## config.mk

```make
export PLATFORM = sky130hd
export DESIGN_NAME = linear_ar_asr_envelope_top_flat
export DESIGN_NICKNAME = d
export VERILOG_FILES = /design/src/rtl/core/arenv_pkg.sv /design/src/rtl/core/arenv_if.sv /design/src/rtl/core/arenv_cfg.sv /design/src/rtl/core/arenv_core.sv /design/src/rtl/core/linear_ar_asr_envelope_top.sv /design/src/flat_wrapper.sv
export VERILOG_INCLUDE_DIRS = /design/src /design/src/rtl/core
export SDC_FILE = /design/constraint.sdc
export NUM_CORES = 1
export LEC_CHECK = 0
export BUFFER_PORTS_ARGS = -buffer_cell sky130_fd_sc_hd__buf_4
export CAP_MARGIN = 10
export CORE_UTILIZATION = 55
export CTS_CLUSTER_DIAMETER = 150
export DETAILED_ROUTE_END_ITERATION = 16
export PLACE_DENSITY = 0.73
export SETUP_SLACK_MARGIN = 0.15
export SLEW_MARGIN = 20
export SYNTH_ARGS = -nofsm -noshare
export SYNTH_HDL_FRONTEND = slang
export SYNTH_SLANG_ARGS = --single-unit
```

## constraint.sdc

```tcl
create_clock -name clk -period 5.5 [get_ports clk]
set_clock_uncertainty 0.1 [all_clocks]
set_input_delay 0.275 -clock clk [delete_from_list [all_inputs] [get_ports clk]]
set_output_delay 0.275 -clock clk [all_outputs]
set_load 0.02 [all_outputs]
```

## src/rtl/core/linear_ar_asr_envelope_top_assert.svh

```systemverilog
// Assertion macros used by the envelope core RTL.
// With SYNTHESIS defined, the macros expand to nothing.
`ifndef LINEAR_AR_ASR_ENVELOPE_TOP_ASSERT_SVH
`define LINEAR_AR_ASR_ENVELOPE_TOP_ASSERT_SVH

`ifndef SYNTHESIS

// The property must hold on every clock edge outside reset.
`define ARENV_ASSERT(label, clk, rst, prop) \
  label: assert property (@(posedge clk) disable iff (rst) prop) \
    else $error("envelope assertion failed");

// The condition must never be true outside reset.
`define ARENV_ASSERT_NEVER(label, clk, rst, cond) \
  label: assert property (@(posedge clk) disable iff (rst) !(cond)) \
    else $error("envelope forbidden condition seen");

`else

`define ARENV_ASSERT(label, clk, rst, prop)
`define ARENV_ASSERT_NEVER(label, clk, rst, cond)

`endif

`endif

```

## src/rtl/core/arenv_pkg.sv

```systemverilog
`timescale 1ns / 1ps

package arenv_pkg;

  localparam int FRAC_BITS = 24;
  localparam int LEVEL_W   = FRAC_BITS + 2;
  localparam int STEP_W    = FRAC_BITS + 1;
  localparam int CFG_IDX_W = 2;

  typedef logic signed [LEVEL_W-1:0] level_t;
  typedef logic [STEP_W-1:0]         step_t;
  typedef logic [1:0]                phase_t;
  typedef logic [CFG_IDX_W-1:0]      cfg_idx_t;

  // Phase codes
  localparam phase_t PH_IDLE    = 2'd0;
  localparam phase_t PH_ATTACK  = 2'd1;
  localparam phase_t PH_SUSTAIN = 2'd2;
  localparam phase_t PH_RELEASE = 2'd3;

  // Register indexes
  localparam cfg_idx_t CFG_MODE    = 2'd0;
  localparam cfg_idx_t CFG_ATTACK  = 2'd1;
  localparam cfg_idx_t CFG_RELEASE = 2'd2;

  localparam step_t STEP_RESET = STEP_W'(349);

  // Full scale, 1.0 in Q2.FRAC_BITS
  localparam level_t LEVEL_ONE = {{(LEVEL_W-FRAC_BITS-1){1'b0}}, 1'b1, {FRAC_BITS{1'b0}}};
  localparam level_t LEVEL_MAX = {1'b0, {(LEVEL_W-1){1'b1}}};
  localparam level_t LEVEL_MIN = {1'b1, {(LEVEL_W-1){1'b0}}};

  typedef struct packed {
    logic  mode;
    step_t attack_step;
    step_t release_step;
  } cfg_t;

  typedef struct packed {
    level_t level;
    phase_t phase;
  } result_t;

endpackage

```

## src/rtl/core/arenv_if.sv

```systemverilog
`timescale 1ns / 1ps

interface arenv_in_if;
  logic valid;
  logic ready;
  logic gate;

  modport source (output valid, output gate, input ready);
  modport sink (input valid, input gate, output ready);
endinterface

interface arenv_out_if;
  import arenv_pkg::*;
  logic   valid;
  logic   ready;
  level_t level;
  phase_t phase;

  modport source (output valid, output level, output phase, input ready);
  modport sink (input valid, input level, input phase, output ready);
endinterface

interface arenv_cfg_if;
  import arenv_pkg::*;
  logic     valid;
  logic     ready;
  cfg_idx_t index;
  step_t    data;

  modport source (output valid, output index, output data, input ready);
  modport sink (input valid, input index, input data, output ready);
endinterface

```

## src/rtl/core/arenv_cfg.sv

```systemverilog
`timescale 1ns / 1ps

module arenv_cfg (
  input  logic           clk,
  input  logic           rst,
  arenv_cfg_if.sink      cfg_ch,
  output arenv_pkg::cfg_t cfg
);
  import arenv_pkg::*;

  logic  mode;
  step_t attack_step;
  step_t release_step;

  assign cfg_ch.ready = 1'b1;

  always_ff @(posedge clk) begin
    if (rst) begin
      mode         <= 1'b0;
      attack_step  <= STEP_RESET;
      release_step <= STEP_RESET;
    end else if (cfg_ch.valid) begin
      case (cfg_ch.index)
        CFG_MODE:    mode         <= cfg_ch.data[0];
        CFG_ATTACK:  attack_step  <= cfg_ch.data;
        CFG_RELEASE: release_step <= cfg_ch.data;
        default: ;  // unused index, write dropped
      endcase
    end
  end

  assign cfg.mode         = mode;
  assign cfg.attack_step  = attack_step;
  assign cfg.release_step = release_step;

endmodule

```

## src/rtl/core/arenv_core.sv

```systemverilog
`timescale 1ns / 1ps
`include "linear_ar_asr_envelope_top_assert.svh"

module arenv_core (
  input  logic            clk,
  input  logic            rst,
  input  arenv_pkg::cfg_t cfg,
  arenv_in_if.sink        in_ch,
  arenv_out_if.source     out_ch
);
  import arenv_pkg::*;

  level_t  env_level;
  level_t  env_step;
  phase_t  env_phase;
  level_t  lvl_next;
  level_t  stp_next;
  phase_t  ph_next;
  level_t  sum_sat;
  logic [LEVEL_W:0] sum;
  level_t  atk;
  level_t  rel_neg;

  result_t out_d;
  logic    out_v;
  result_t sk_d;
  logic    sk_v;
  result_t res;
  logic    in_fire;
  logic    pop;

  assign atk     = level_t'({1'b0, cfg.attack_step});
  assign rel_neg = -level_t'({1'b0, cfg.release_step});

  // phase update, then add the step
  always_comb begin
    lvl_next = env_level;
    stp_next = env_step;
    ph_next  = env_phase;
    if (!cfg.mode) begin
      case (env_phase)
        PH_IDLE: begin
          if (in_ch.gate) begin
            stp_next = atk;
            ph_next  = PH_ATTACK;
          end
        end
        PH_ATTACK: begin
          if (env_level >= LEVEL_ONE) begin
            lvl_next = LEVEL_ONE;
            stp_next = '0;
            ph_next  = PH_SUSTAIN;
          end
        end
        PH_SUSTAIN: begin
          if (!in_ch.gate) begin
            stp_next = rel_neg;
            ph_next  = PH_RELEASE;
          end
        end
        default: begin
          if (env_level <= level_t'(0)) begin
            lvl_next = '0;
            stp_next = '0;
            ph_next  = PH_IDLE;
          end
        end
      endcase
    end else begin
      // AR: trigger restarts attack from any phase
      if (in_ch.gate) begin
        stp_next = atk;
        ph_next  = PH_ATTACK;
      end
      if (ph_next == PH_ATTACK) begin
        if (env_level >= LEVEL_ONE) begin
          lvl_next = LEVEL_ONE;
          stp_next = rel_neg;
          ph_next  = PH_RELEASE;
        end
      end else if (ph_next == PH_RELEASE) begin
        if (env_level <= level_t'(0)) begin
          lvl_next = '0;
          stp_next = '0;
          ph_next  = PH_IDLE;
        end
      end
    end
  end

  assign sum = {lvl_next[LEVEL_W-1], lvl_next} + {stp_next[LEVEL_W-1], stp_next};

  always_comb begin
    if (sum[LEVEL_W] != sum[LEVEL_W-1]) begin
      sum_sat = sum[LEVEL_W] ? LEVEL_MIN : LEVEL_MAX;
    end else begin
      sum_sat = sum[LEVEL_W-1:0];
    end
  end

  assign res.level = sum_sat;
  assign res.phase = ph_next;

  assign in_ch.ready = !sk_v;
  assign in_fire     = in_ch.valid && in_ch.ready;
  assign pop         = out_v && out_ch.ready;

  always_ff @(posedge clk) begin
    if (rst) begin
      env_level <= '0;
      env_step  <= '0;
      env_phase <= PH_IDLE;
    end else if (in_fire) begin
      env_level <= sum_sat;
      env_step  <= stp_next;
      env_phase <= ph_next;
    end
  end

  // output register plus skid entry
  always_ff @(posedge clk) begin
    if (rst) begin
      out_v <= 1'b0;
      sk_v  <= 1'b0;
    end else if (!out_v || pop) begin
      if (sk_v) begin
        out_v <= 1'b1;
        sk_v  <= in_fire;
      end else begin
        out_v <= in_fire;
      end
    end else if (in_fire) begin
      sk_v <= 1'b1;
    end
  end

  always_ff @(posedge clk) begin
    if (!out_v || pop) begin
      if (sk_v) begin
        out_d <= sk_d;
        sk_d  <= res;
      end else begin
        out_d <= res;
      end
    end else if (in_fire) begin
      sk_d <= res;
    end
  end

  assign out_ch.valid = out_v;
  assign out_ch.level = out_d.level;
  assign out_ch.phase = out_d.phase;

  `ARENV_ASSERT_NEVER(a_skid_without_out, clk, rst, sk_v && !out_v)
  `ARENV_ASSERT(a_sustain_full, clk, rst, (env_phase == PH_SUSTAIN) |-> (env_level == LEVEL_ONE && env_step == level_t'(0)))
  `ARENV_ASSERT(a_idle_no_step, clk, rst, (env_phase == PH_IDLE) |-> (env_step == level_t'(0)))
  `ARENV_ASSERT(a_stall_fills_skid, clk, rst, (in_fire && out_v && !out_ch.ready) |=> sk_v)

endmodule

```

## src/rtl/core/linear_ar_asr_envelope_top.sv

```systemverilog
`timescale 1ns / 1ps
// Linear AR/ASR envelope generator, one gate sample in, one level sample out.
// Channels (valid/ready, a transaction when both are high on a rising edge):
//   in_ch  : gate bit per sample tick (gate level in ASR, trigger in AR)
//   out_ch : level (signed Q2.24) and phase (idle/attack/sustain/release)
//   cfg_ch : register writes, index 0 mode, 1 attack_step, 2 release_step;
//            always ready, other indexes ignored. Write only while idle.
// Results are registered. Throughput: one sample per cycle while out_ch is
// not stalled; the phase/level update is a compare, clamp and one 27-bit
// saturating add between the state registers.
// The output side is a result register plus one skid entry, so an input is
// still taken while a result waits. If the receiver stalls, the skid entry
// fills and in_ch.ready drops until the receiver takes a result.
// Reset (rst, synchronous, active high): level and step 0, phase idle,
// mode ASR, both steps 349; output and skid empty.
module linear_ar_asr_envelope_top (
  input  logic        clk,
  input  logic        rst,
  arenv_in_if.sink    in_ch,
  arenv_out_if.source out_ch,
  arenv_cfg_if.sink   cfg_ch
);
  import arenv_pkg::*;

  // live register values
  cfg_t cfg;

  arenv_cfg u_cfg (
    .clk    (clk),
    .rst    (rst),
    .cfg_ch (cfg_ch),
    .cfg    (cfg)
  );

  // envelope state, update logic and output buffering
  arenv_core u_core (
    .clk    (clk),
    .rst    (rst),
    .cfg    (cfg),
    .in_ch  (in_ch),
    .out_ch (out_ch)
  );

endmodule
```

## src/flat_wrapper.sv

```systemverilog
// flat-port wrapper written by rule: the top's interface ports become plain ports
module linear_ar_asr_envelope_top_flat import arenv_pkg::*;
  (clk, rst, in_ch_valid, in_ch_gate, in_ch_ready, out_ch_valid, out_ch_level, out_ch_phase, out_ch_ready, cfg_ch_valid, cfg_ch_index, cfg_ch_data, cfg_ch_ready);
  arenv_in_if in_ch_i ();
  arenv_out_if out_ch_i ();
  arenv_cfg_if cfg_ch_i ();
  input  logic clk;
  input  logic rst;
  input wire logic [$bits(in_ch_i.valid)-1:0] in_ch_valid;
  input wire logic [$bits(in_ch_i.gate)-1:0] in_ch_gate;
  output wire logic [$bits(in_ch_i.ready)-1:0] in_ch_ready;
  output wire logic [$bits(out_ch_i.valid)-1:0] out_ch_valid;
  output wire logic [$bits(out_ch_i.level)-1:0] out_ch_level;
  output wire logic [$bits(out_ch_i.phase)-1:0] out_ch_phase;
  input wire logic [$bits(out_ch_i.ready)-1:0] out_ch_ready;
  input wire logic [$bits(cfg_ch_i.valid)-1:0] cfg_ch_valid;
  input wire logic [$bits(cfg_ch_i.index)-1:0] cfg_ch_index;
  input wire logic [$bits(cfg_ch_i.data)-1:0] cfg_ch_data;
  output wire logic [$bits(cfg_ch_i.ready)-1:0] cfg_ch_ready;
  assign in_ch_i.valid = in_ch_valid;
  assign in_ch_i.gate = in_ch_gate;
  assign in_ch_ready = in_ch_i.ready;
  assign out_ch_valid = out_ch_i.valid;
  assign out_ch_level = out_ch_i.level;
  assign out_ch_phase = out_ch_i.phase;
  assign out_ch_i.ready = out_ch_ready;
  assign cfg_ch_i.valid = cfg_ch_valid;
  assign cfg_ch_i.index = cfg_ch_index;
  assign cfg_ch_i.data = cfg_ch_data;
  assign cfg_ch_ready = cfg_ch_i.ready;
  linear_ar_asr_envelope_top u_core (.clk(clk), .rst(rst), .in_ch(in_ch_i), .out_ch(out_ch_i), .cfg_ch(cfg_ch_i));
endmodule
```

**Word-level counts from Yosys, hierarchy flattened**

Index checks and enable logic that the tools add are counted.

- Register bits: 163
- Latch bits: 0
- Bits in writable memories: 0
- Bits in read-only memories: 0
- Bits of input ports: 33
- Output and inout bits: 31
- Word-level logic and storage cells: 74
- Memories kept: 0

- Add/sub/neg operators: 2
- Multiply operators: 0
- Div/mod/pow operators: 0
- Magnitude comparators: 2
- Eq/ne operators: 8
- Shifts and indexed selects: 0
- Mux-type cells: 37
- Bitwise gates (word level): 0
- Reductions and logical operators: 13

Operator list:

| cell | count |
|---|---|
| 26-bit two-way mux | 16 |
| 28-bit two-way mux | 4 |
| 26-bit one-hot mux with 3 select lines | 1 |
| 26-bit one-hot mux with 2 select lines | 1 |
| 26-bit by 26-bit adder with 27-bit output | 1 |
| 26-bit >= comparator, second input constant | 1 |
| 26-bit by 1-bit <= comparator with 1-bit output, second input constant | 1 |
| 25-bit negation with 26-bit output | 1 |
| 2-bit two-way mux | 10 |
| 2-bit AND reduction | 4 |
| 2-bit by 1-bit == test with 1-bit output, second input constant | 3 |
| 2-bit == test, second input constant | 3 |
| 2-bit one-hot mux with 3 select lines | 1 |
| 2-bit logical NOT | 2 |
| 1-bit two-way mux | 4 |
| 1-bit logical AND | 2 |
| 1-bit logical NOT | 2 |
| 2-bit != test, second input constant | 1 |
| 2-bit nonzero test | 1 |
| 2-bit OR reduction | 1 |
| 1-bit logical OR | 1 |
| 1-bit != test | 1 |

**Depth between registers and ports, before layout**

- Word-level depth: 11
- Depth in mapped cells: 20
- Gate-level depth less buffers: 19

**Modules after synthesis**

Synthesis repeated with hierarchy kept, for this count alone.

- Cells, all modules: 1148
- Area, all modules: 10201.0 µm²

Modules (own cells, without submodules):

| module | times used | cells each | area each (µm²) | seq. area each (µm²) |
|---|---|---|---|---|
| arenv_core | 1 | 948 | 8085.3 | 2802.7 |
| arenv_cfg | 1 | 200 | 2115.8 | 1021.0 |

**Worst setup path before layout**

OpenSTA, ideal clock, no wires.

- Path type: reg2reg
- From: reg u_core.u_cfg.release_step[7]
- To: reg u_core.u_core.out_d (netlist bit u_core.u_core.out_ch.level[14]) (data pin)
- Arrival time: 4.576 ns
- Data required time: 5.140 ns
- Path slack: 0.564 ns
- Stages on the path, launching flop included: 17
- Clock period less this slack: 4.936 ns
- Path through: dfxtp_1 -> or4_4 -> or4b_4 -> or4b_4 -> xor2_1 -> a221oi_2 -> nand2_1 -> and2_1 -> ha_1 -> and3_1 -> nand3_1 -> o211ai_1 -> or3b_2 -> mux2i_1 -> clkbuf_1 -> o21ai_0 -> mux2_2

- Word-level cells in the longest chain between the ends: 8

RTL lines:

| element | line | text |
|---|---|---|
| start, declared | arenv_cfg.sv:13 | `step_t release_step;` |
| start signal, assigned | arenv_cfg.sv:26 | `CFG_RELEASE: release_step <= cfg_ch.data;` |
| 25-bit negation with 26-bit output * | arenv_core.sv:33 | `assign rel_neg = -level_t'({1'b0, cfg.release_step});` |
| 26-bit two-way mux (on tied branches) | arenv_core.sv:56, arenv_core.sv:76 |  |
| 26-bit one-hot mux with 3 select lines / 26-bit two-way mux (equally long branches) | arenv_core.sv:41, arenv_core.sv:75 |  |
| 26-bit two-way mux * | arenv_core.sv:40 | `if (!cfg.mode) begin` |
| via u_core.u_core.stp_next[23] | arenv_core.sv:17 | `level_t stp_next;` |
| 26-bit by 26-bit adder with 27-bit output * | arenv_core.sv:91 | `assign sum = {lvl_next[LEVEL_W-1], lvl_next} + {stp_next[LEVEL_W-1], stp_next};` |
| 26-bit two-way mux / 1-bit != test (equally long branches) | arenv_core.sv:95, arenv_core.sv:94 |  |
| 26-bit two-way mux * | arenv_core.sv:94 | `if (sum[LEVEL_W] != sum[LEVEL_W-1]) begin` |
| via u_core.u_core.sum_sat[14] | arenv_core.sv:19 | `level_t sum_sat;` |
| 28-bit two-way mux * | arenv_core.sv:139 | `if (sk_v) begin` |
| end signal, assigned | arenv_core.sv:140 | `out_d <= sk_d;` |
| end signal, assigned | arenv_core.sv:143 | `out_d <= res;` |
| end, declared | arenv_core.sv:24 | `result_t out_d;` |

The timed path passes the listed nets; every way through them passes the cells marked *.
A chain may end at the register's enable or synchronous reset.

**Final worst setup path**

- From: reg u_core.u_cfg.release_step[7]
- To: reg u_core.u_core.out_d (netlist bit u_core.u_core.out_ch.level[0]) (data pin)

The elaborated chain is that of the path after synthesis.

==> metrics.sh <==
OUTCOME='complete, no violations'
TIMING.SLEW.HEADROOM_PCT=31.3
DIE_W_MICRONS=134
VDD_DROP_MAX_mV=0.207
HOLD_VIOL_FINAL=0
FINAL_MIN_PERIOD_OVER_CLOCK_PERIOD_PCT=95.8
INITIAL_ANTENNA_VIOLATION_COUNT=0
CLK_PATH_BUF_DEPTH=2
BOUNDARYPINS=64
DRTPASS1ITERATIONS=6
DRTITER0DRC=826
CTS.SINKS=163
FINAL.MIN_CLOCK_PERIOD_NS=5.27
CHIPHEIGHT_MICRONS=134
CORE.ROWCOUNT=48
WIRE_PER_INST_MICRONS=18.7
CLK_TRANSITION_REPORTED_PATHS_NS=0.07
GRT_FIRST_PASS_WIRELENGTH_MICRONS=43600
DETAILED_PLACE.AREA_SQ_UM=10400
SYNTH_NETS=1235
ROUTED_VIA_COUNT=9157
BUFFER_PORTS.INSERTED=62
FFS_LATCHES_SYNTH=163
SYNTH_ENABLE_FLOP_CELLS=56
LAYOUT-DRIVE-GT1-SHARE_PCT=15.6
WORSTPATHREQUIRED_NS=5.59
POST_DRT_VIA_CELL_RATIO=6.15
FINALSETUPTNS_NS=0
HOLD-WORST-SLACK_NS=0.0198
ROUTED_WIRELENGTH_MICRONS=27800
FLOORPLAN.DIE_AREA_SQ_UM=18100
POWER-PER-CELL-AREA_nW_PER_UM2=305
GP_CONGESTION=0.946
MAX_CAPACITANCE_VIOLATION_COUNT=0
STARTPOINT_TYPE_OF_THE_WORST_SETUP_PATH='register'
FINAL_MAX_SLEW_VIOL_COUNT=0
DIODES=0
NUMCTSBUFFERS=17
P_LEAK_nW=4.64
ANTENNA_LEFT=0
SYNTH_CELL_TYPES=72
SYNTH_WARNINGS=0
GLOBALROUTEOVERFLOWTOTAL=0
FIN_NETS=1313
CRIT_TYPE='register to register'
ENDPOINT_KIND='register'
REPORT.FINAL.SETUP_VIOL=0
POST-ROUTE-DRC-COUNT=0
DP_HPWL_MICRONS=19100
YS_DOMINANT_REG_CELL='sky130_fd_sc_hd__dfxtp_1'
SYN_AREA_PER_CELL_SQ_UM=8.22
P_R_AREA_GROWTH_VS_SYN_PCT=18.1
SLEW_AT_THE_PIN_CLOSEST_TO_ITS_MAX_SLEW_LIMIT_NS=1.03
CTS_MAX_LEVEL=4
STARTING_UTILIZATION_OF_THE_CORE_AREA_PCT=56.0
RSZ0062_AT_GRT='true'
CLOCK_INSERTION_DELAY_WORST_SKEW_NS=0.44
GR-USAGE-ALL-LAYERS_PCT=31.2
CTS_TREE='built'
CORE_REGION_AREA_SQ_UM=17200
SYNTH_CELLS=1174
DATA_ARRIVAL_TIME_OF_THE_CRITICAL_PATH_NS=5.36
FMAX_MHz=190
CTS_ROOT_BUFFER='sky130_fd_sc_hd__clkbuf_16'
MAPPEDNETLISTAREA_SQ_UM=9650
GRT_PASS1_VIAS=8368
HOLD_CLASS='input port to register'
LAYOUT.CELL_AREA.NON_FILLER_SQ_UM=11400
SYNTH.YOSYS.SEQ_AREA_SHARE_PCT=39.6
CRITICAL_PATH.MAX_FANOUT=9
ASYNCSETRESETFLOPFRACSYNTH_PCT=0
GRT_MAX_DEGREE=79
routing by layer:
layer  wire (microns)  GRT usage [%]  vias up
met5                0              0        -
met4              923           13.2        0
met3             2250           7.09       53
met2            12400           48.1      409
met1            12300           42.1     4297
li1                 -              -     4398
per-stage QoR:
stage | setup WS, ns | instances | utilization [%] | total power [mW]
CTS | 0.154 | 1484 | 65.4 | 3.47
global route | 0.0912 | 1490 | 66.1 | 3.62
finish | 0.232 | 1490 | 66.1 | 3.48
global placement | 0.119 | 1428 | 60.6 | 2.26
detailed placement | 0.114 | 1428 | 60.6 | 2.27
floorplan | 0.564 | 1174 | - | 2.00
layout make-up:
cell class,count,area (sq um)
Fill cell,1469,5840
Tap cell,225,282
Inverter,26,97.6
Clock buffer,19,455
Multi-Input combinational cell,910,5550
Timing Repair Buffer,134,1070
Sequential cell,163,3820
Clock inverter,13,123
path summary, 6_finish.rpt:
kind,slack (ns),to,from,cells after the start
worst max-delay path,0.23,u_core.u_core.out_ch.level[0],u_core.u_cfg.release_step[7],15
worst min-delay path,0.02,u_core.u_cfg.release_step[0],cfg_ch_data[0],3
worst max register to register,0.23,u_core.u_core.out_ch.level[0],u_core.u_cfg.release_step[7],15
worst min register to register,0.37,u_core.u_core.env_step[18],u_core.u_core.env_step[18],2
power breakdown:
| group | total [mW] | switching [mW] | internal, mW |
|---|---|---|---|
| logic | 0.846 | 0.504 | 0.342 |
| registers | 1.44 | 0.0572 | 1.39 |
| clock network | 1.19 | 0.529 | 0.659 |
cell usage after synthesis (all sizes together), types with 4 or more instances:
master,instances,area share [%]
nand2,224,8.7
a21oi,129,6.7
dfxtp,107,22
nor2,86,3.3
clkbuf,64,2.5
o21ai,62,3.2
edfxtp,56,17
and2,31,2.0
ha,27,3.5
mux2i,26,2.7
nand3,25,1.3
nor3,25,1.3
inv,24,0.93
xor2,23,2.1
mux2,20,2.3
o21a,19,1.5
xnor2,17,1.5
o211ai,15,1.2
a2bb2oi,12,1.1
a211oi,11,0.86
buf,11,0.49
o22ai,11,0.71
a21o,9,0.70
a221o,8,0.83
and3,8,0.52
a22oi,7,0.54
a221oi,6,0.61
a31oi,6,0.45
nand4,6,0.39
nor4,6,0.39
a31o,5,0.45
nand2b,5,0.32
nor2b,5,0.32
o2111ai,5,0.45
o221ai,5,0.45
o31ai,5,0.39
o41ai,5,0.45
or2,5,0.32
o31a,4,0.36
o32ai,4,0.36
or4b,4,0.49
cell usage in the layout, fill, tap and decap left out, drive strengths merged, types with 24 or more instances in the layout:
master	n
buf	110
nand2	224
and2	31
ha	27
inv	29
dfxtp	107
dlygate4sd3	24
mux2i	26
nand3	25
nor3	25
a21oi	129
edfxtp	56
nor2	86
o21ai	62
critical path: stages, from the launching register on:
cell                       delay [ns]
sky130_fd_sc_hd__dfxtp_1         0.35
sky130_fd_sc_hd__or4_4           0.58
sky130_fd_sc_hd__or4b_4          0.55
sky130_fd_sc_hd__or4_1           0.51
sky130_fd_sc_hd__xnor2_1         0.15
sky130_fd_sc_hd__o221ai_1        0.17
sky130_fd_sc_hd__o31a_1          0.26
sky130_fd_sc_hd__ha_2            0.36
sky130_fd_sc_hd__a21oi_1         0.19
sky130_fd_sc_hd__o31ai_1         0.11
sky130_fd_sc_hd__a21oi_1         0.17
sky130_fd_sc_hd__o211ai_1        0.12
sky130_fd_sc_hd__or3b_2          0.51
sky130_fd_sc_hd__mux2_4          0.36
sky130_fd_sc_hd__a21o_1          0.24
sky130_fd_sc_hd__mux2_2          0.29
flip-flops by register name, summed over array words and instances, names as in the netlist:
name and flops:
u_core.u_core.env_level 26, u_core.u_core.env_phase 2, u_core.u_cfg.release_step 25, u_core.u_core.out_ch.valid 1
u_core.u_core.sk_d 28, u_core.u_core.out_ch.level 26, u_core.u_core.out_ch.phase 2, u_core.u_cfg.attack_step 25
u_core.u_cfg.mode 1, u_core.u_core.env_step 26, u_core.u_core.sk_v 1
kinds of logic (layout without fill, tap and decap cells):
family | after synthesis | in the layout | share of synthesized area [%]
flip-flops | 163 | 163 | 39.6
XOR/XNOR | 40 | 40 | 3.63
buffers and inverters | 101 | 192 | 3.99
adder cells (fa/ha/maj) | 28 | 28 | 3.71
multiplexers | 46 | 46 | 5.03
AO/OA/AOI/OAI | 349 | 349 | 23.2
other | 1 | 1 | 0.0388
AND/OR/NAND/NOR | 446 | 446 | 20.8
timing repair:
| action | 4_1_cts | 5_1_grt |
|---|---|---|
| pin swaps | 0 | 2 |
| cloned | 0 | 1 |
| buffers inserted | 0 | 5 |
| resized for setup | 2 | 31 |
| hold buffers | 24 | 0 |
| endpoints found under the hold margin | 45 | 0 |
| setup endpoints to repair | 11 | 70 |
No activity file was read; power rests on OpenSTA's default activity.
